==> src/rtl/windowed_pid_servo_with_friction_macros.svh <==
// ----------------------------------------------------------------------------
// Assertion macros
// Concurrent check wrappers, empty when SYNTHESIS is defined
// ----------------------------------------------------------------------------
`ifndef WINDOWED_PID_SERVO_WITH_FRICTION_MACROS_SVH
`define WINDOWED_PID_SERVO_WITH_FRICTION_MACROS_SVH
`ifndef SYNTHESIS
`define WPID_ASSERT_NOW(label, ante, cons) \
	label: assert property (@(posedge clk) disable iff (!arst_n) (ante) |-> (cons)) \
		else $error("assertion failed");
`define WPID_ASSERT_NEXT(label, ante, cons) \
	label: assert property (@(posedge clk) disable iff (!arst_n) (ante) |=> (cons)) \
		else $error("assertion failed");
`else
`define WPID_ASSERT_NOW(label, ante, cons)
`define WPID_ASSERT_NEXT(label, ante, cons)
`endif
`endif

==> src/rtl/wpid_pkg.sv <==
// ----------------------------------------------------------------------------
// Servo controller package
// Widths, fixed-point constants, register map and shared types
// ----------------------------------------------------------------------------
package wpid_pkg;

	localparam int HISTORY_LEN = 10;
	localparam int ANG_W       = 20;
	localparam int ERR_W       = ANG_W + 1;
	localparam int SUM_W       = ERR_W + $clog2(HISTORY_LEN);
	localparam int GAIN_W      = 24;
	localparam int BORDER_W    = 19;
	localparam int OUT_W       = 24;
	localparam int FRAC_W      = 16;
	localparam int CFG_IDX_W   = 3;
	localparam int NSTG        = 6;

	localparam int P_W    = GAIN_W + 1 + ERR_W;
	localparam int I_W    = GAIN_W + 1 + SUM_W;
	localparam int D_W    = GAIN_W + 2 + ERR_W;
	localparam int ACC_W  = I_W + 2;
	localparam int VEL_W  = ACC_W - FRAC_W;
	localparam int MAG_W  = ANG_W;
	localparam int DYN_W  = GAIN_W + MAG_W;
	localparam int DYNT_W = DYN_W - FRAC_W + 1;
	localparam int FRIC_W = DYNT_W + 3;

	localparam logic signed [ERR_W-1:0] PI_Q16     = ERR_W'(205887);
	localparam logic signed [ERR_W-1:0] TWO_PI_Q16 = ERR_W'(411775);
	localparam int HALF_LSB = 2 ** (FRAC_W - 1);

	typedef enum logic [CFG_IDX_W-1:0] {
		CFG_P_GAIN,
		CFG_I_GAIN,
		CFG_D_GAIN,
		CFG_MAX_VELOCITY,
		CFG_STATIC_FRICTION,
		CFG_STATIC_BORDER,
		CFG_DYN_FRICTION_GAIN,
		CFG_FRICTION_OFFSET
	} cfg_idx_t;

	typedef struct packed {
		logic        [GAIN_W-1:0]   p_gain;
		logic        [GAIN_W-1:0]   i_gain;
		logic        [GAIN_W-1:0]   d_gain;
		logic signed [GAIN_W-1:0]   max_velocity;
		logic        [GAIN_W-1:0]   static_friction;
		logic        [BORDER_W-1:0] static_border;
		logic        [GAIN_W-1:0]   dynamic_friction_gain;
		logic signed [GAIN_W-1:0]   friction_offset;
	} cfg_t;

	localparam cfg_t CFG_RESET = '{
		p_gain:                GAIN_W'(1310720),
		i_gain:                '0,
		d_gain:                '0,
		max_velocity:          GAIN_W'(229376),
		static_friction:       GAIN_W'(66),
		static_border:         BORDER_W'(66),
		dynamic_friction_gain: GAIN_W'(1048576),
		friction_offset:       '0
	};

	typedef struct packed {
		logic                    vld;
		logic signed [ERR_W-1:0] err;
	} err_cell_t;

	typedef struct packed {
		logic empty;
		logic full;
	} win_stat_t;

endpackage

==> src/rtl/wpid_cfg.sv <==
// ----------------------------------------------------------------------------
// Configuration registers
// Gains, clamp and friction settings written through a plain write port
// ----------------------------------------------------------------------------
module wpid_cfg (
	input  logic                                clk,
	input  logic                                arst_n,
	input  logic                                we,
	input  logic [wpid_pkg::CFG_IDX_W-1:0]      index,
	input  logic [wpid_pkg::GAIN_W-1:0]         data,
	output wpid_pkg::cfg_t                      cfg
);
	import wpid_pkg::*;

	cfg_t cfg_q;

	always_ff @(posedge clk or negedge arst_n) begin
		if (!arst_n) begin
			cfg_q <= CFG_RESET;
		end else if (we) begin
			case (cfg_idx_t'(index))
				CFG_P_GAIN:            cfg_q.p_gain <= data;
				CFG_I_GAIN:            cfg_q.i_gain <= data;
				CFG_D_GAIN:            cfg_q.d_gain <= data;
				CFG_MAX_VELOCITY:      cfg_q.max_velocity <= data;
				CFG_STATIC_FRICTION:   cfg_q.static_friction <= data;
				CFG_STATIC_BORDER:     cfg_q.static_border <= data[BORDER_W-1:0];
				CFG_DYN_FRICTION_GAIN: cfg_q.dynamic_friction_gain <= data;
				CFG_FRICTION_OFFSET:   cfg_q.friction_offset <= data;
				default:               cfg_q <= cfg_q;
			endcase
		end
	end

	assign cfg = cfg_q;

endmodule

==> config.mk <==
export PLATFORM = sky130hd
export DESIGN_NAME = wpid_cfg
export DESIGN_NICKNAME = d
export VERILOG_FILES = /design/src/rtl/windowed_pid_servo_with_friction_macros.svh /design/src/rtl/wpid_pkg.sv /design/src/rtl/wpid_cfg.sv
export SDC_FILE = /design/constraint.sdc
export NUM_CORES = 1
export LEC_CHECK = 0
export ABC_AREA = 1
export BUFFER_PORTS_ARGS = -buffer_cell sky130_fd_sc_hd__buf_2
export CAP_MARGIN = 40
export CORE_UTILIZATION = 45
export CTS_CLUSTER_SIZE = 24
export DETAILED_ROUTE_END_ITERATION = 8
export PLACE_DENSITY = 0.71
export SLEW_MARGIN = 20
export SYNTH_ARGS = -nofsm -noshare
export SYNTH_HDL_FRONTEND = slang
export SYNTH_SLANG_ARGS = --single-unit
==> constraint.sdc <==
create_clock -name clk -period 0.8 [get_ports clk]
set_input_delay 0.04 -clock clk [delete_from_list [all_inputs] [get_ports clk]]
set_output_delay 0.04 -clock clk [all_outputs]
set_load 0.01 [all_outputs]
Yosys cells after proc, flatten, opt, wreduce, memory -nomap -nowiden
Index checks and enable logic that the tools add are counted.
Word-level totals
  bits of input ports: 30
  word-level logic and storage cells: 24
  output and inout bits: 187
  bits in registers: 187
Cells by class
  reductions and logical operators: 9
  equal/unequal tests: 7
Operators by type and width (count)
  $reduce_and A2 Y1: 8
  $eq A3 B3 Y1 const B: 4
  $eq A3 B2 Y1 const B: 2
  $eq A3 B1 Y1 const B: 1
  $logic_not A3 Y1: 1

Logic depth before layout (Yosys ltp)
Gate-level depths: netlist of run 1.
  word-level depth: 2
  depth in mapped cells: 7
  mapped depth without buffers: 5

Worst setup path after synthesis of run 1
Ideal clock, no wire load.
  path kind: input-to-reg
  start: input we
  end: register cfg_q (netlist bit cfg[164])
  path buffers: 2
  required time: 683 ps
  stages: 7
  library setup time: 117 ps
  setup slack: -117 ps
  arrival time: 801 ps
  cells stage by stage: inv_1 > nor2_1 > buf_2 > nand2_1 > buf_2 > nand2_1 > nand2_1
Between the ends
  longest elaborated chain between the ends: 1
Ends and longest elaborated chain
  start: declaration: line wpid_cfg.sv:8  | input logic we,
  $reduce_and A2 Y1 (no source line)
  end signal: assignment: line wpid_cfg.sv:30  | default: cfg_q <= cfg_q;
  end: declaration: line wpid_cfg.sv:15  | cfg_t cfg_q;
No other way between the ends.
A chain may end at the register's enable or synchronous reset.

Worst setup path in the final report of run 1
  start: register cfg_q (netlist bit cfg[107])
  end: output cfg[107] (netlist bit)
RTL lines
  end: declaration: line wpid_cfg.sv:11  | output wpid_pkg::cfg_t cfg
No word-level cell between the ends.

==> results of run 1 <==
-- layer usage --
metal,vias up,routed length [um]
met5,-,0
met4,0,581
met3,45,1720
met2,277,11100
met1,3305,9500
li1,3235,-
-- through the flow --
stage,instances,worst slack (ns),total power [mW],instance area (sq um)
after global routing,1398,-0.350,29.9,10900
after CTS,1353,-0.346,27.7,10400
final,1398,-0.322,28.6,10900
after detailed placement,1245,-0.261,17.9,8930
after floorplan,835,-0.0618,15.0,7350
after global placement,1245,-0.229,17.8,8930
-- worst register-to-register path, stage by stage (launching register included) --
cell	delay (ns)
dfrtp_1	0.40
buf_4	0.14
buf_4	0.12
nand2_1	0.05
nand2_1	0.05
-- Yosys cell counts --
cell type / instances / area, sq um
buf_2: 31 / 155
nand2_1: 477 / 1790
clkbuf_1: 10 / 37.5
nand2_2: 1 / 6.26
nor2_1: 5 / 18.8
clkbuf_2: 19 / 95.1
inv_2: 1 / 3.75
inv_1: 5 / 18.8
dfstp_2: 10 / 263
dfrtp_1: 177 / 4430
nand3_1: 96 / 480
nor2_2: 3 / 18.8
-- cells by family (layout without fill, tap and decap cells) --
family	after synthesis	in the layout
and+or+nand+nor	582	582
DFF	187	187
buffers and inverters	66	413
-- worst paths after layout --
path,end,depth (start not counted)
min,cfg[181]$_DFFE_PN1P_,5
max reg2reg,cfg[135]$_DFFE_PN0P_,4
max in group asynchronous,cfg[111]$_DFFE_PN0P_,4
min in group asynchronous,cfg[132]$_DFFE_PN0P_,3
max,cfg[107],1
min reg2reg,cfg[70]$_DFFE_PN0P_,2
-- placed cells by master (no fill, tap or decap) --
cell | synthesis | final
nand2_2 | 1 | 9
buf_2 | 31 | 153
nor2_1 | 5 | 1
nor2_2 | 3 | 3
nand3_1 | 96 | 96
inv_2 | 1 | 1
clkbuf_16 | 0 | 17
buf_12 | 0 | 18
clkinv_2 | 0 | 4
dfrtp_1 | 177 | 177
nand2_4 | 0 | 1
buf_6 | 0 | 67
clkbuf_1 | 10 | 6
dfstp_2 | 10 | 10
buf_4 | 0 | 111
dlygate4sd3_1 | 0 | 25
clkinv_4 | 0 | 1
nor2_4 | 0 | 4
nand2_1 | 477 | 468
bufinv_16 | 0 | 3
clkbuf_8 | 0 | 2
inv_1 | 5 | 5
-- power by group through the flow --
stage / Clock (mW) / Sequential [mW] / Combinational (mW)
floorplan: 0 / 13.2 / 1.73
global placement: 0 / 12.4 / 5.35
detailed placement: 0 / 12.4 / 5.53
CTS: 8.59 / 12.3 / 6.77
global route: 8.92 / 12.6 / 8.41
finish: 8.47 / 12.4 / 7.68
-- what timing repair did --
item                                   4_1_cts  5_1_grt
setup endpoints to repair                  187      187
gates resized for setup                     48       36
pin swaps                                    0        4
hold buffers                                25        0
endpoints found under the hold margin      366        0
setup buffers                               51       45
-- cell type report --
class	count	area (sq um)	share of cell area
flip-flops and latches	187	4690	0.430
repair buffers	375	2980	0.273
multi-input cells	582	2370	0.217
clock buffers	24	462	0.0423
well taps	216	270	0.0248
clock inverters	8	119	0.0109
inverters	6	22.5	0.00206
==> flow_summary.toml, run 1 <==
[outcome]
status = "complete, but fails checks"
violations = "setup timing"

[route]
wl_mm = 22.9
drc = 0
num_vias = 6862
drtIter0Drc = 510
post_drt_via_cell_ratio = 4.91
ant_nets = 0
firstDrtPassIters = 5
wl_per_cell_um = 16.4

[clock_tree]
clk_path_buf_depth = 2
cts_root_buffer = "clkbuf_16"
clock_latency_ns = 0.43
clk_pin_slew_ns = 0.06
cts_buffers = 17
tritoncts = "done"
cts_sinks = 187
ctsHtreeMaxLevel = 4

[layout]
fillers = 1216
largest_reg_flops = 187
drive_gt1_frac = 0.342
syn2layout_area_growth_pct = 49.2
fin_nets = 1199
antennaDiodeCount = 0
post-route-util = 0.687

[timing]
period_needed_ns = 1.12
tightest_slew_ns = 0.356
setup_ws_ns = -0.322
drv_slew = 0
setup_tns_ns = -37.72
fin_skew_ns = 0
finalSetupViolations = 208
fmax_ghz = 0.891
hold_viol = 0
slew_headroom = 0.763
rsz0062_at_grt = "yes"
finalCritPeriodShare = 1.40
fin_hold_ws_ns = 0.0928

[power]
seqPwrFrac = 0.435
combPwrFrac = 0.269
power.density_nw_per_um2 = 2620
p_clk_frac = 0.296
vdd.ir_drop.worst_uv = 1540
sw_frac_of_total = 0.290
p_leak_nw = 6.18
p_switching_mw = 8.29
p_int_mw = 20.3

[grt]
globalRouteOverflowTotal = 0
grt_use_total = 0.274
busiest_layer = "met2"
grt_max_degree = 62
antenna_found_initial = 0
use_met3 = 0.0681
grt_pass1_wl_mm = 34.2
grt_pass1_vias = 6353
use_met1 = 0.353
grtUsageMet2 = 0.451

[min_path]
hp-class = "input pin to flop"
min_from = "index[2]"

[synth]
yosys.area_share.simple = 0.316
syn_inst = 835
netlist_area_sq_um = 7320
syn_nets = 865
synth_mux_area_frac = 0
avgSynthCellArea_sq_um = 8.76
ys_warn_count = 0
synth_xor_area_frac = 0
ys_seq_area_frac = 0.641
synthAdderAreaFrac = 0
ys_types = 12
synth_top_family_by_area = "simple AND/OR/NAND/NOR gates"
ys_ff_latch = 187
synth-compound-area-share = 0

[setup_path]
cp_top_family = "flip-flops"
cpPeakStageDelay_ns = 0.55
end_kind = "output port"
crit_path_start_kind = "flop"
path_buf_inv = 1
rrSetupSlack_ns = -0.07
cp_max_fo = 2
r2r-start = "cfg[135]$_DFFE_PN0P_"
startpoint = "cfg[107]$_DFFE_PN1P_"
cp.arrival_ns = 1.08
crit_type = "flop to output port"
crit_required_ns = 0.76
critPathSlowestCell = "dfstp_2"
crit_chain = "buf_6"

[floorplanning]
start_util = 0.461
fp.coreArea_sq_um = 15900
fp.dieW_um = 130
dieArea_sq_um = 16800
io_pins = 217
die_y_um = 130
rows = 46

[placed_design]
gp_congestion = 0.838
place_hpwl_mm = 14.5
io_buffers = 216

[run]
cap_violations = 0
Note: power is estimated with default switching activity, not from simulation.
==> inputs of run 2 (changes only) <==
--- a/config.mk
+++ b/config.mk
@@ -11,7 +11,7 @@
 export CORE_UTILIZATION = 45
 export CTS_CLUSTER_SIZE = 24
 export DETAILED_ROUTE_END_ITERATION = 8
-export PLACE_DENSITY = 0.71
+export PLACE_DENSITY_LB_ADDON = 0.15
 export SLEW_MARGIN = 20
 export SYNTH_ARGS = -nofsm -noshare
 export SYNTH_HDL_FRONTEND = slang
==> run 2 against run 1 <==
Net effect:
- the run still ends with setup timing left
- largest cell class unchanged
- combinational power is 6.8% higher
- cell count is 2.9% higher
- critical endpoint is now cfg[44]
- die area stayed put
- wire length is 4.3% higher
- sequential power hardly changed
- sequential share of layout area is 1.3 points lower
==> flow_summary.toml, run 2 (synthesized netlist as in run 1, its figures left out) <==
[grt]
grt_pass1_vias = 6448
grt_use_total = 0.284
grt_max_degree = 30
grt_pass1_wl_mm = 35.5
globalRouteOverflowTotal = 0
antenna_found_initial = 0

[power]
vdd.ir_drop.worst_uv = 1480
p_clk_frac = 0.303
p_leak_nw = 6.38
combPwrFrac = 0.277
p_int_mw = 20.9
seqPwrFrac = 0.419
p_switching_mw = 8.70
power.density_nw_per_um2 = 2630
sw_frac_of_total = 0.294

[layout]
syn2layout_area_growth_pct = 53.8
antennaDiodeCount = 0
fin_nets = 1239
drive_gt1_frac = 0.377
final_common_cell = "nand2_1"
largest_reg_flops = 187
fillers = 1202
layoutNonFillerInstCount = 1438
final_cell_mix = "nand2_1, dfrtp_1, buf_2, buf_4, nand3_1"

[timing]
finalCritPeriodShare = 1.41
period_needed_ns = 1.13
fin_hold_ws_ns = 0.0366
rsz0062_at_grt = "yes"
fin_skew_ns = 0
fmax_ghz = 0.888
tightest_slew_ns = 0.292
hold_viol = 0
setup_ws_ns = -0.326
slew_headroom = 0.806
drv_slew = 0
finalSetupViolations = 215

[clock_tree]
cts_root_buffer = "clkbuf_16"
cts_buffers = 17
cts_sinks = 187
ctsHtreeMaxLevel = 4
clk_pin_slew_ns = 0.07
clk_path_buf_depth = 2
clock_latency_ns = 0.43
tritoncts = "done"

[floorplanning]
dieArea_sq_um = 16800
rows = 46
die_y_um = 130
io_pins = 217
fp.dieW_um = 130
start_util = 0.461
fp.coreArea_sq_um = 15900

[route]
wl_per_cell_um = 16.6
firstDrtPassIters = 6
routed.top_layer = "met4"
drtIter0Drc = 601
drc = 0
ant_nets = 0
met3WireLength_mm = 1.55
num_vias = 7073
wl_met1_mm = 10.2
wl_met2_mm = 11.6
wl_mm = 23.9
post_drt_via_cell_ratio = 4.92

[run]
cap_violations = 0

[placed_design]
dpl_worst_slack_ns = -0.230
place_hpwl_mm = 15.2
io_buffers = 216
dp.cells = 1262
gp_congestion = 0.788

[setup_path]
rrSetupSlack_ns = -0.06
end_kind = "output port"
startpoint = "cfg[44]$_DFFE_PN1P_"
setup.worst_path.end = "cfg[44]"
reg2reg_depth = 4
cp_num_cells = 1
cpPeakStageDelay_ns = 0.55
path_buf_inv = 1
timing.rr.end = "cfg[147]$_DFFE_PN0P_"
crit_path_start_kind = "flop"
r2r-start = "cfg[147]$_DFFE_PN0P_"
cp_top_family = "flip-flops"
crit_type = "flop to output port"
cp.arrival_ns = 1.09
crit_required_ns = 0.76
crit_chain = "buf_6"
critPathSlowestCell = "dfstp_2"
cp_max_fo = 2

[outcome]
violations = "setup timing"
status = "complete, but fails checks"

[min_path]
hp-class = "input pin to asynchronous set/reset pin"
==> run 2: changes by cell type in the layout (fill, tap and decap cells not counted), sizes merged <==
| cell | before | now |
|---|---|---|
| clkinv | 5 | 6 |
| clkbuf | 25 | 19 |
| inv | 6 | 7 |
| bufinv | 3 | 4 |
| buf | 349 | 389 |
| clkinvlp | 0 | 3 |
==> run 2: routing by layer <==
metal  global-route usage  vias to the layer above
li1                     -                     3328
met4                0.105                        0
met2                0.447                      288
met1                0.391                     3420
met5                    0                        -
met3               0.0586                       37
==> run 2: layout make-up <==
cell class | instances | area (sq um) | area share
clock inverter | 14 | 196 | 0.0175
multi-input combinational | 582 | 2400 | 0.213
inverter | 6 | 22.5 | 0.00200
sequential | 187 | 4690 | 0.417
timing repair buffer | 415 | 3250 | 0.289
tap | 216 | 270 | 0.0240
clock buffer | 18 | 429 | 0.0381
==> run 2: power by group through the flow <==
stage | Clock (mW) | Sequential, mW | Combinational (mW)
global placement | 0 | 12.4 | 5.45
detailed placement | 0 | 12.4 | 5.60
finish | 8.98 | 12.4 | 8.20
CTS | 9.05 | 12.3 | 7.01
floorplan | 0 | 13.2 | 1.73
global route | 9.42 | 12.6 | 8.93
==> run 2: per-stage QoR <==
stage / util / instance area, sq um / setup TNS [ns] / total power [mW]
finish: 0.709 / 11300 / -38.45 / 29.6
global route: 0.709 / 11300 / -44.37 / 30.9
CTS: 0.668 / 10600 / -39.42 / 28.4
detailed placement: 0.567 / 9010 / -30.30 / 18.0
global placement: 0.567 / 9010 / -27.48 / 17.8
floorplan: - / 7350 / -1.95 / 15.0
==> run 2: worst min-delay path by stage <==
stage / end / depth (start not counted)
floorplan: cfg[0]$_DFFE_PN0P_ / 0
global placement: cfg[135]$_DFFE_PN0P_ / 1
detailed placement: cfg[135]$_DFFE_PN0P_ / 1
CTS: cfg[135]$_DFFE_PN0P_ / 2
global route: cfg[135]$_DFFE_PN0P_ / 2
finish: cfg[135]$_DFFE_PN0P_ / 2
==> run 2: repair_timing <==
item                                   in CTS  in global routing
resized for setup                          57                 47
setup buffers                              58                 62
endpoints found under the hold margin     372                  0
hold buffers                               25                  0
setup endpoints to repair                 187                188
pin swaps                                   0                  6
