[src/rtl/windowed_pid_servo_with_friction_macros.svh]
// ----------------------------------------------------------------------------
// Assertion macros
// Concurrent check wrappers, empty when SYNTHESIS is defined
// ----------------------------------------------------------------------------
`ifndef WINDOWED_PID_SERVO_WITH_FRICTION_MACROS_SVH
`define WINDOWED_PID_SERVO_WITH_FRICTION_MACROS_SVH
`ifndef SYNTHESIS
`define WPID_ASSERT_NOW(label, ante, cons) \
	label: assert property (@(posedge clk) disable iff (!arst_n) (ante) |-> (cons)) \
		else $error("assertion failed");
`define WPID_ASSERT_NEXT(label, ante, cons) \
	label: assert property (@(posedge clk) disable iff (!arst_n) (ante) |=> (cons)) \
		else $error("assertion failed");
`else
`define WPID_ASSERT_NOW(label, ante, cons)
`define WPID_ASSERT_NEXT(label, ante, cons)
`endif
`endif

[src/rtl/wpid_pkg.sv]
// ----------------------------------------------------------------------------
// Servo controller package
// Widths, fixed-point constants, register map and shared types
// ----------------------------------------------------------------------------
package wpid_pkg;

	localparam int HISTORY_LEN = 10;
	localparam int ANG_W       = 20;
	localparam int ERR_W       = ANG_W + 1;
	localparam int SUM_W       = ERR_W + $clog2(HISTORY_LEN);
	localparam int GAIN_W      = 24;
	localparam int BORDER_W    = 19;
	localparam int OUT_W       = 24;
	localparam int FRAC_W      = 16;
	localparam int CFG_IDX_W   = 3;
	localparam int NSTG        = 6;

	localparam int P_W    = GAIN_W + 1 + ERR_W;
	localparam int I_W    = GAIN_W + 1 + SUM_W;
	localparam int D_W    = GAIN_W + 2 + ERR_W;
	localparam int ACC_W  = I_W + 2;
	localparam int VEL_W  = ACC_W - FRAC_W;
	localparam int MAG_W  = ANG_W;
	localparam int DYN_W  = GAIN_W + MAG_W;
	localparam int DYNT_W = DYN_W - FRAC_W + 1;
	localparam int FRIC_W = DYNT_W + 3;

	localparam logic signed [ERR_W-1:0] PI_Q16     = ERR_W'(205887);
	localparam logic signed [ERR_W-1:0] TWO_PI_Q16 = ERR_W'(411775);
	localparam int HALF_LSB = 2 ** (FRAC_W - 1);

	typedef enum logic [CFG_IDX_W-1:0] {
		CFG_P_GAIN,
		CFG_I_GAIN,
		CFG_D_GAIN,
		CFG_MAX_VELOCITY,
		CFG_STATIC_FRICTION,
		CFG_STATIC_BORDER,
		CFG_DYN_FRICTION_GAIN,
		CFG_FRICTION_OFFSET
	} cfg_idx_t;

	typedef struct packed {
		logic        [GAIN_W-1:0]   p_gain;
		logic        [GAIN_W-1:0]   i_gain;
		logic        [GAIN_W-1:0]   d_gain;
		logic signed [GAIN_W-1:0]   max_velocity;
		logic        [GAIN_W-1:0]   static_friction;
		logic        [BORDER_W-1:0] static_border;
		logic        [GAIN_W-1:0]   dynamic_friction_gain;
		logic signed [GAIN_W-1:0]   friction_offset;
	} cfg_t;

	localparam cfg_t CFG_RESET = '{
		p_gain:                GAIN_W'(1310720),
		i_gain:                '0,
		d_gain:                '0,
		max_velocity:          GAIN_W'(229376),
		static_friction:       GAIN_W'(66),
		static_border:         BORDER_W'(66),
		dynamic_friction_gain: GAIN_W'(1048576),
		friction_offset:       '0
	};

	typedef struct packed {
		logic                    vld;
		logic signed [ERR_W-1:0] err;
	} err_cell_t;

	typedef struct packed {
		logic empty;
		logic full;
	} win_stat_t;

endpackage

[src/rtl/wpid_cell.sv]
// ----------------------------------------------------------------------------
// Error window cell
// One slot of the error history, passes its entry on at every shift
// ----------------------------------------------------------------------------
module wpid_cell (
	input  logic                clk,
	input  logic                arst_n,
	input  logic                shift,
	input  wpid_pkg::err_cell_t d,
	output wpid_pkg::err_cell_t q
);
	import wpid_pkg::*;

	logic                    vld_q;
	logic signed [ERR_W-1:0] err_q;

	always_ff @(posedge clk or negedge arst_n) begin
		if (!arst_n) begin
			vld_q <= 1'b0;
		end else if (shift) begin
			vld_q <= d.vld;
		end
	end

	always_ff @(posedge clk) begin
		if (shift) begin
			err_q <= d.err;
		end
	end

	assign q = '{vld: vld_q, err: err_q};

endmodule

[src/rtl/wpid_window.sv]
// ----------------------------------------------------------------------------
// Sliding error window
// Row of history cells with a running sum of the valid entries
// ----------------------------------------------------------------------------
module wpid_window (
	input  logic                               clk,
	input  logic                               arst_n,
	input  logic                               shift,
	input  logic signed [wpid_pkg::ERR_W-1:0]  err,
	output logic signed [wpid_pkg::SUM_W-1:0]  sum_nxt,
	output logic signed [wpid_pkg::SUM_W-1:0]  sum,
	output wpid_pkg::win_stat_t                stat
);
	import wpid_pkg::*;

	err_cell_t               chain [0:HISTORY_LEN];
	err_cell_t               oldest;
	logic signed [SUM_W-1:0] sum_q;
	logic signed [SUM_W-1:0] drop;

	assign chain[0] = '{vld: 1'b1, err: err};

	for (genvar k = 0; k < HISTORY_LEN; k++) begin : g_cell
		wpid_cell u_cell (
			.clk    (clk),
			.arst_n (arst_n),
			.shift  (shift),
			.d      (chain[k]),
			.q      (chain[k+1])
		);
	end

	assign oldest = chain[HISTORY_LEN];

	// oldest entry leaves the sum once the window is full
	always_comb begin
		drop    = oldest.vld ? SUM_W'(oldest.err) : '0;
		sum_nxt = sum_q + SUM_W'(err) - drop;
	end

	always_ff @(posedge clk or negedge arst_n) begin
		if (!arst_n) begin
			sum_q <= '0;
		end else if (shift) begin
			sum_q <= sum_nxt;
		end
	end

	assign sum  = sum_q;
	assign stat = '{empty: !chain[1].vld, full: oldest.vld};

endmodule

[config.mk]
export PLATFORM = sky130hd
export DESIGN_NAME = wpid_window
export DESIGN_NICKNAME = d
export VERILOG_FILES = /design/src/rtl/windowed_pid_servo_with_friction_macros.svh /design/src/rtl/wpid_pkg.sv /design/src/rtl/wpid_cell.sv /design/src/rtl/wpid_window.sv
export SDC_FILE = /design/constraint.sdc
export NUM_CORES = 1
export LEC_CHECK = 0
export BUFFER_PORTS_ARGS = -buffer_cell sky130_fd_sc_hd__buf_2
export CAP_MARGIN = 20
export CORE_MARGIN = 5
export CORE_UTILIZATION = 40
export DETAILED_ROUTE_END_ITERATION = 7
export SLEW_MARGIN = 20
export SYNTH_ARGS = -nofsm -noshare
export SYNTH_HDL_FRONTEND = slang
export SYNTH_SLANG_ARGS = --single-unit
[constraint.sdc]
create_clock -name clk -period 4.2 [get_ports clk]
set_clock_uncertainty 0.2 [all_clocks]
set_input_delay 0.84 -clock clk [delete_from_list [all_inputs] [get_ports clk]]
set_output_delay 0.84 -clock clk [all_outputs]
set_load 0.005 [all_outputs]
## After elaboration in Yosys (flattened, before gate mapping)

Cells that the tools add are included.

| storage, ports and cells | value |
|---|---|
| register bits after elaboration | 245 |
| bits of input ports | 24 |
| word-level logic and storage cells | 25 |

| operators by class | value |
|---|---|
| add/sub/neg operators | 2 |
| mux-type cells | 1 |
| reduce and logical (&&, ||, !) cells | 1 |

Operators with widths:

| kind | number |
|---|---|
| 25-bit by 21-bit adder with 25-bit output | 1 |
| 25-bit two-way mux | 1 |
| 25-bit subtractor | 1 |
| 1-bit zero test | 1 |

## Longest topological paths before layout

Gate-level depths: netlist of run 1.

| logic depth | value |
|---|---|
| word-level depth | 2 |
| depth in mapped cells | 13 |
| gate-level depth less buffers | 12 |

## Hierarchy

A second synthesis of run 1 with hierarchy kept.

| second synthesis, totals | value |
|---|---|
| cells, all modules | 682 |
| area, all modules | 10279.9 µm² |

Modules (own cells, without submodules):

| module | instances | cells an instance | area an instance (µm²) |
|---|---|---|---|
| wpid_cell | 10 | 24 | 678.2 |
| wpid_window | 1 | 442 | 3498.4 |

## Worst setup path after synthesis of run 1

OpenSTA, ideal clock, no wires.

| path | value |
|---|---|
| path type | input -> output |
| from | input err[20] in the netlist's numbering |
| to | output sum_nxt[24] in the netlist's numbering |
| data arrival time | 2.996 ns |
| setup slack | 0.164 ns |
| stages | 10 |
| path buffers | 1 |
| cell sequence | inv_1 -> fa_1 -> inv_1 -> ha_1 -> buf_6 -> and3_4 -> and2_4 -> a211o_1 -> a21oi_1 -> xnor3_1 |

| on the way | value |
|---|---|
| cells in the longest elaborated chain, start to end | 2 |

RTL lines:

| element | line | source |
|---|---|---|
| start: declaration | wpid_window.sv:9 | `input logic signed [wpid_pkg::ERR_W-1:0] err,` |
| 25-bit by 21-bit adder with 25-bit output | wpid_window.sv:38 | `sum_nxt = sum_q + SUM_W'(err) - drop;` |
| 25-bit subtractor | wpid_window.sv:38 |  |
| end: declaration | wpid_window.sv:10 | `output logic signed [wpid_pkg::SUM_W-1:0] sum_nxt,` |

Every way passes these cells.

## Final worst setup path of run 1

| path | value |
|---|---|
| from | register g_cell[9].u_cell.vld_q |
| to | output sum_nxt[22] in the netlist's numbering |

| on the way | value |
|---|---|
| cells in the longest elaborated chain, start to end | 2 |

RTL lines:

| element | line | source |
|---|---|---|
| start: declaration | wpid_cell.sv:14 | `logic vld_q;` |
| start signal: assignment | wpid_cell.sv:21 | `vld_q <= d.vld;` |
| 25-bit two-way mux | wpid_window.sv:37 | `drop = oldest.vld ? SUM_W'(oldest.err) : '0;` |
| 25-bit subtractor | wpid_window.sv:38 |  |

Every way passes these cells.

==> metrics, run 1 <==
crit-path max FO=7; Post-Place Cell Area=~0.011 sq mm; Synth cell types=55; Rel. slew slack=39.6%; area of the die=around 0.028 sq mm; H-tree levels=1; Post-Place Worst Slack=-0.268 ns; vias in the first global route=5,609; met2 Use GR=21.0%; GRT busiest layer=met2; slew at the pin closest to its max-slew limit=0.905 ns; die width=169 um; WL/cell=between 15 and 20 um; Skew-Pair Late Insertion Delay=about 0.52 ns; RSZ-0062 raised after global routing=true; Power Total=11,200 uW; ys flop type=edfxtp_1; first-pass GRT wire length=30.2 mm; # fillers=2,146; drt total wl=~19 mm; core area=around 0.025 sq mm; final hold slack=0.212 ns; leakage=0.00527 uW; nets=just over 900; Comb pwr share=around half; First-pass DRT Iterations=6; number of routed nets with antenna violations=0; GRT met1 Usage=18.8%; Max Clk Rate=0.225 GHz; design area=~0.013 sq mm; clock sinks=245; register area=0.00718 sq mm; YS warnings=0; # hold bufs at CTS=0; via count=5,633; status=finished, violations left; Cells after Synth=666; Avg Cell Area, Syn=approximately 15 sq um; GR Layer Usage met3=2.66%; diode count=0; register share of total power=27.3%; DRC viols=0; clock share of power=~22%; commonest cells after routing, fill and taps aside=210 x edfxtp_1, 101 x inv_1, 92 x buf_4; WP data required=3.16 ns; CTS Root Cell=clkbuf_16; initial antenna violation count=0; internal power=7340 uW; Startpoint Class=flip-flop; HP Class=flip-flop to flip-flop; Max Cap Viol=0; crit end category=output port; Starting Density=about two fifths; leading cell type in the layout, fill and taps excluded=edfxtp_1; Final Cycle Share=106%; pin count of the biggest net entering global routing=114; failing checks=setup timing; footprint of the multi-input gates=0.00300 sq mm; power per standard cell area=851 mW/mm^2; syn nets=740; final worst setup slack=-0.247 ns; gr usage total=13.2%; DIE HEIGHT=between 150 and 200 um; final hold vios=0; area delta synth->final=30.4%; layout cell share with drive strength beyond 1=37.8%; sequential fraction of the synthesis area=a little under three quarters; post-synth top area share=between 60% and 70%; number of flops mapped to enable cells by yosys=210; clk slew on worst S/H paths=0.06 ns; hpwl dp=12.5 mm; Final Critical Period=4.45 ns; routability cong.=0.805; Mapped Area=0.0101 sq mm; synth top area cells=edfxtp_1 63%, dfrtp_1 8.7%, fa_1 4.8%; WS Path Type=flip-flop to output port; initial DRC count=360; TritonCTS clock tree=done; CTS buffer count=26; VDD IR max=0.412 mV; final setup violation count=19; grt ovf=0; pins over their slew limit=0; crit path DAT=roughly 3.4 ns; vias per cell=4.69; I/O pin cnt=between 70 and 80; row count=58; CTS Buffer Depth=3; Seq cells post-synth=245; Yosys top cell by area=edfxtp_1; Sw Ratio=34.3%; PortBufs=75; Async S/R FF share, synth=14.3%; Switch Pwr=3820 uW
metal layers:
| layer | vias up | routed length, um |
|---|---|---|
| li1 | 2714 | - |
| met1 | 2793 | 8810 |
| met2 | 95 | 8850 |
| met3 | 31 | 689 |
| met4 | 0 | 510 |
| met5 | - | 0 |
cell families after synthesis:
logic type / Yosys count / share of synthesized area [%]
mux: 19 / 2.11
xor+xnor: 20 / 1.88
buf+inv: 119 / 4.66
flops: 245 / 71.4
compound gates: 96 / 6.10
fa+ha+maj: 50 / 8.01
simple gates: 117 / 5.88
synthesized netlist by cell type (3+ instances only):
cell	instances
clkbuf_1	8
xor2_1	9
a211oi_1	4
o221ai_1	3
or3_1	4
mux2_2	18
o211ai_1	4
a21o_1	3
edfxtp_1	210
o21a_1	3
fa_1	24
nand2b_1	7
xnor2_1	10
o31ai_1	3
a21oi_1	29
o21ai_0	24
and2_1	25
nor2_1	19
nor4_1	4
nand2_1	38
nor3_1	4
nand3_1	6
a21boi_0	4
dfrtp_1	35
ha_1	26
inv_1	103
path summary, 6_finish.rpt:
path | start | end | slack, ns | cells after the start
worst max-delay path | g_cell[9].u_cell.vld_q | sum_nxt[22] | -0.25 | 13
worst min-delay path | g_cell[4].u_cell.err_q[19] | g_cell[5].u_cell.err_q[19] | 0.21 | 0
worst max register to register | g_cell[9].u_cell.vld_q | sum[24] | 0.87 | 13
worst min register to register | g_cell[4].u_cell.err_q[19] | g_cell[5].u_cell.err_q[19] | 0.21 | 0
max in group asynchronous | arst_n | sum[1] | 2.98 | 1
min in group asynchronous | arst_n | sum[20] | 0.24 | 1
power groups by stage:
stage                     registers, uW  logic (uW)  clock network (uW)
after detailed placement           3100        4480                   0
after floorplan                    3070        2270                   0
after global routing               3080        6180                2620
final                              3050        5680                2440
after CTS                          3060        5350                2510
after global placement             3100        4440                   0
area by class of cell:
type	count	share of cell area (%)
Timing Repair Buffer	175	9.20
Clock buffer	31	5.25
Inverter	104	2.98
Clock inverter	15	1.79
Sequential cell	245	54.7
Tap cell	330	3.15
Multi-Input combinational cell	302	22.9
critical path, stage by stage (launching register included):
cell,delay (ns)
dfrtp_1,0.41
buf_4,0.17
and2_1,0.17
fa_1,0.48
inv_1,0.06
ha_4,0.17
buf_4,0.14
a21oi_2,0.13
nand2_2,0.10
o21ai_4,0.33
a211oi_2,0.14
o31a_1,0.32
nor2_2,0.13
buf_2,0.12
per-stage QoR:
step | setup TNS (ns) | cells | utilization [%]
2_1_floorplan | 0 | 666 | -
3_3_place_gp | -2.13 | 1144 | 46.0
3_5_place_dp | -2.49 | 1144 | 46.0
4_1_cts | -3.59 | 1196 | 51.8
5_1_grt | -5.55 | 1202 | 52.6
6_report | -2.71 | 1202 | 52.6
flip-flops by register name, summed over array words and instances (netlist names):
signal and count:
g_cell.u_cell.vld_q 10, sum 25, g_cell.u_cell.err_q 210
timing repair:
action | in CTS | in global routing
setup endpoints to repair | 20 | 20
gates resized for setup | 95 | 28
buffers inserted | 6 | 6
pin swaps | 30 | 18
Note: power is estimated with default switching activity, not from simulation.
==> run 2, diff against run 1 <==
==> constraint.sdc (replaced) <==
create_clock -name clk -period 5.7 [get_ports clk]
set_clock_uncertainty 0.2 [all_clocks]
set_input_delay 1.14 -clock clk [delete_from_list [all_inputs] [get_ports clk]]
set_output_delay 1.14 -clock clk [all_outputs]
set_load 0.005 [all_outputs]
==> run 2 against run 1 <==
Net effect:
- the flow now finishes without violations
- design area decreased by 11%
- flip-flop and latch count stayed put
- sequential share of layout area increased by 6.7 points
- sequential power is 26% lower
- clock power is 31% lower
- wire length decreased by 5.8%
- register-to-register slack improved by 1.0 ns
- worst setup slack better by 0.66 ns
- via count fell by 7.4%
- global-route usage fell by 0.59 points
- combinational power is 54% lower
- largest cell class unchanged
- largest power group unchanged
==> metrics, run 2 (synthesis results as in run 1) <==
design area=0.0117 sq mm; number of routed nets with antenna violations=0; WL/cell=16.1 um; layout cell share with drive strength beyond 1=18.2%; row count=just under 60; Max Cap Viol=0; CTS Buffer Depth=3; diode count=0; drt total wl=17.8 mm; via count=approximately 5,200; Final Cycle Share=92.7%; first-pass GRT wire length=28.6 mm; hpwl dp=between 10 and 15 mm; DRC viols=0; final hold slack=between 0.2 and 0.25 ns; final hold vios=0; RSZ-0062 raised after global routing=false; grt ovf=0; pins over their slew limit=0; nets=around 830; vias in the first global route=5,293; TritonCTS clock tree=done; crit end category=output port; VDD IR max=0.254 mV; setup_tns=0 ns; delay of the slowest cell on the worst path=0.82 ns; Starting Density=40.3%; crit-path cells=nand2_1 > inv_1 > fa_1 > inv_1 > ha_1 > and3_4 > and2_4 > a211o_1 > a21oi_1 > xnor3_1 > buf_2; Final Critical Period=5.28 ns; pin count of the biggest net entering global routing=about 120; power per standard cell area=559 mW/mm^2; number of flip-flops in the largest register=210; CP max-delay cell=dfrtp_1; crit-path max FO=23; WP data required=4.36 ns; core area=0.0250 sq mm; H-tree levels=1; area delta synth->final=16.2%; # fillers=about 2,300; WS Path Type=flip-flop to output port; # hold bufs at CTS=0; Rel. slew slack=about two fifths; die width=169 um; HP Class=flip-flop to flip-flop; status=finished, final reports clean; leading cell type in the layout, fill and taps excluded=edfxtp_1; commonest cells after routing, fill and taps aside=210 x edfxtp_1, 103 x inv_1, 74 x buf_2; DIE HEIGHT=169 um; register area=0.00718 sq mm; leakage=0.00467 uW; Post-Place Cell Area=0.0108 sq mm; initial antenna violation count=0; clock sinks=245; crit path DAT=3.94 ns; footprint of the multi-input gates=0.00241 sq mm; worst path bufs/invs=3; CTS buffer count=27; clk slew on worst S/H paths=roughly 0.060 ns; slew at the pin closest to its max-slew limit=between 0.9 and 1 ns; First-pass DRT Iterations=5; Max Clk Rate=0.189 GHz; area of the die=0.0284 sq mm; routability cong.=0.875; PortBufs=between 70 and 80; CP dominant cell by count=inv_1; gr usage total=between 10 and 15%; Startpoint Class=flip-flop; I/O pin cnt=76; Post-CTS Resized=0; CTS Root Cell=clkbuf_16; Crit path max-delay family=flip-flops; Biggest register=g_cell.u_cell.err_q; final setup violation count=0; initial DRC count=between 300 and 400; vias per cell=4.72; Skew-Pair Late Insertion Delay=0.52 ns; Post CTS Setup Buffer Count=0
[run 2: cell types whose count changed in the layout (fill, tap and decap cells not counted), sizes merged]
cell / change
bufinv: -4
clkbuf: +9
inv: +1
buf: -97
clkinv: -5
[run 2: worst paths after layout]
kind	from	end	slack, ns	cells after the start
min in group asynchronous	arst_n	sum[18]	0.56	1
worst min-delay path	g_cell[8].u_cell.err_q[4]	g_cell[9].u_cell.err_q[4]	0.20	0
worst min register to register	g_cell[8].u_cell.err_q[4]	g_cell[9].u_cell.err_q[4]	0.20	0
worst max register to register	g_cell[9].u_cell.vld_q	sum[24]	1.91	11
max in group asynchronous	arst_n	g_cell[6].u_cell.vld_q	4.16	1
worst max-delay path	g_cell[9].u_cell.vld_q	sum_nxt[24]	0.42	11
[run 2: per-layer routing]
layer / part of all wire [%] / global-route usage (%) / vias up / routed length, um
li1: - / - / 2530 / -
met1: 47 / 17.9 / 2570 / 8390
met2: 46 / 20.3 / 92 / 8200
met3: 4.6 / 2.66 / 25 / 817
met4: 2.0 / 2.89 / 0 / 359
met5: 0 / 0 / - / 0
[run 2: report_power, final]
part           internal (uW)  switching, uW  leakage (uW)
Clock                   1040            658      0.000433
Sequential              2160           97.0       0.00244
Combinational           1080           1520       0.00180
Total                   4270           2270       0.00467
[run 2: layout make-up]
class | instances | share of cell area (%)
Clock buffer | 40 | 6.71
Timing Repair Buffer | 78 | 3.60
Multi-Input combinational cell | 302 | 20.6
Inverter | 104 | 3.34
Sequential cell | 245 | 61.4
Tap cell | 330 | 3.53
Clock inverter | 7 | 0.760
[run 2: through the flow]
| stage | utilization [%] | total power, uW | worst slack (ns) | instances |
|---|---|---|---|---|
| after floorplan | - | 3940 | 1.06 | 666 |
| after global placement | 43.3 | 4880 | 0.561 | 1059 |
| after detailed placement | 43.3 | 4900 | 0.568 | 1059 |
| after CTS | 46.8 | 6630 | 0.302 | 1106 |
| after global routing | 46.8 | 7030 | 0.0707 | 1106 |
| final | 46.8 | 6540 | 0.417 | 1106 |
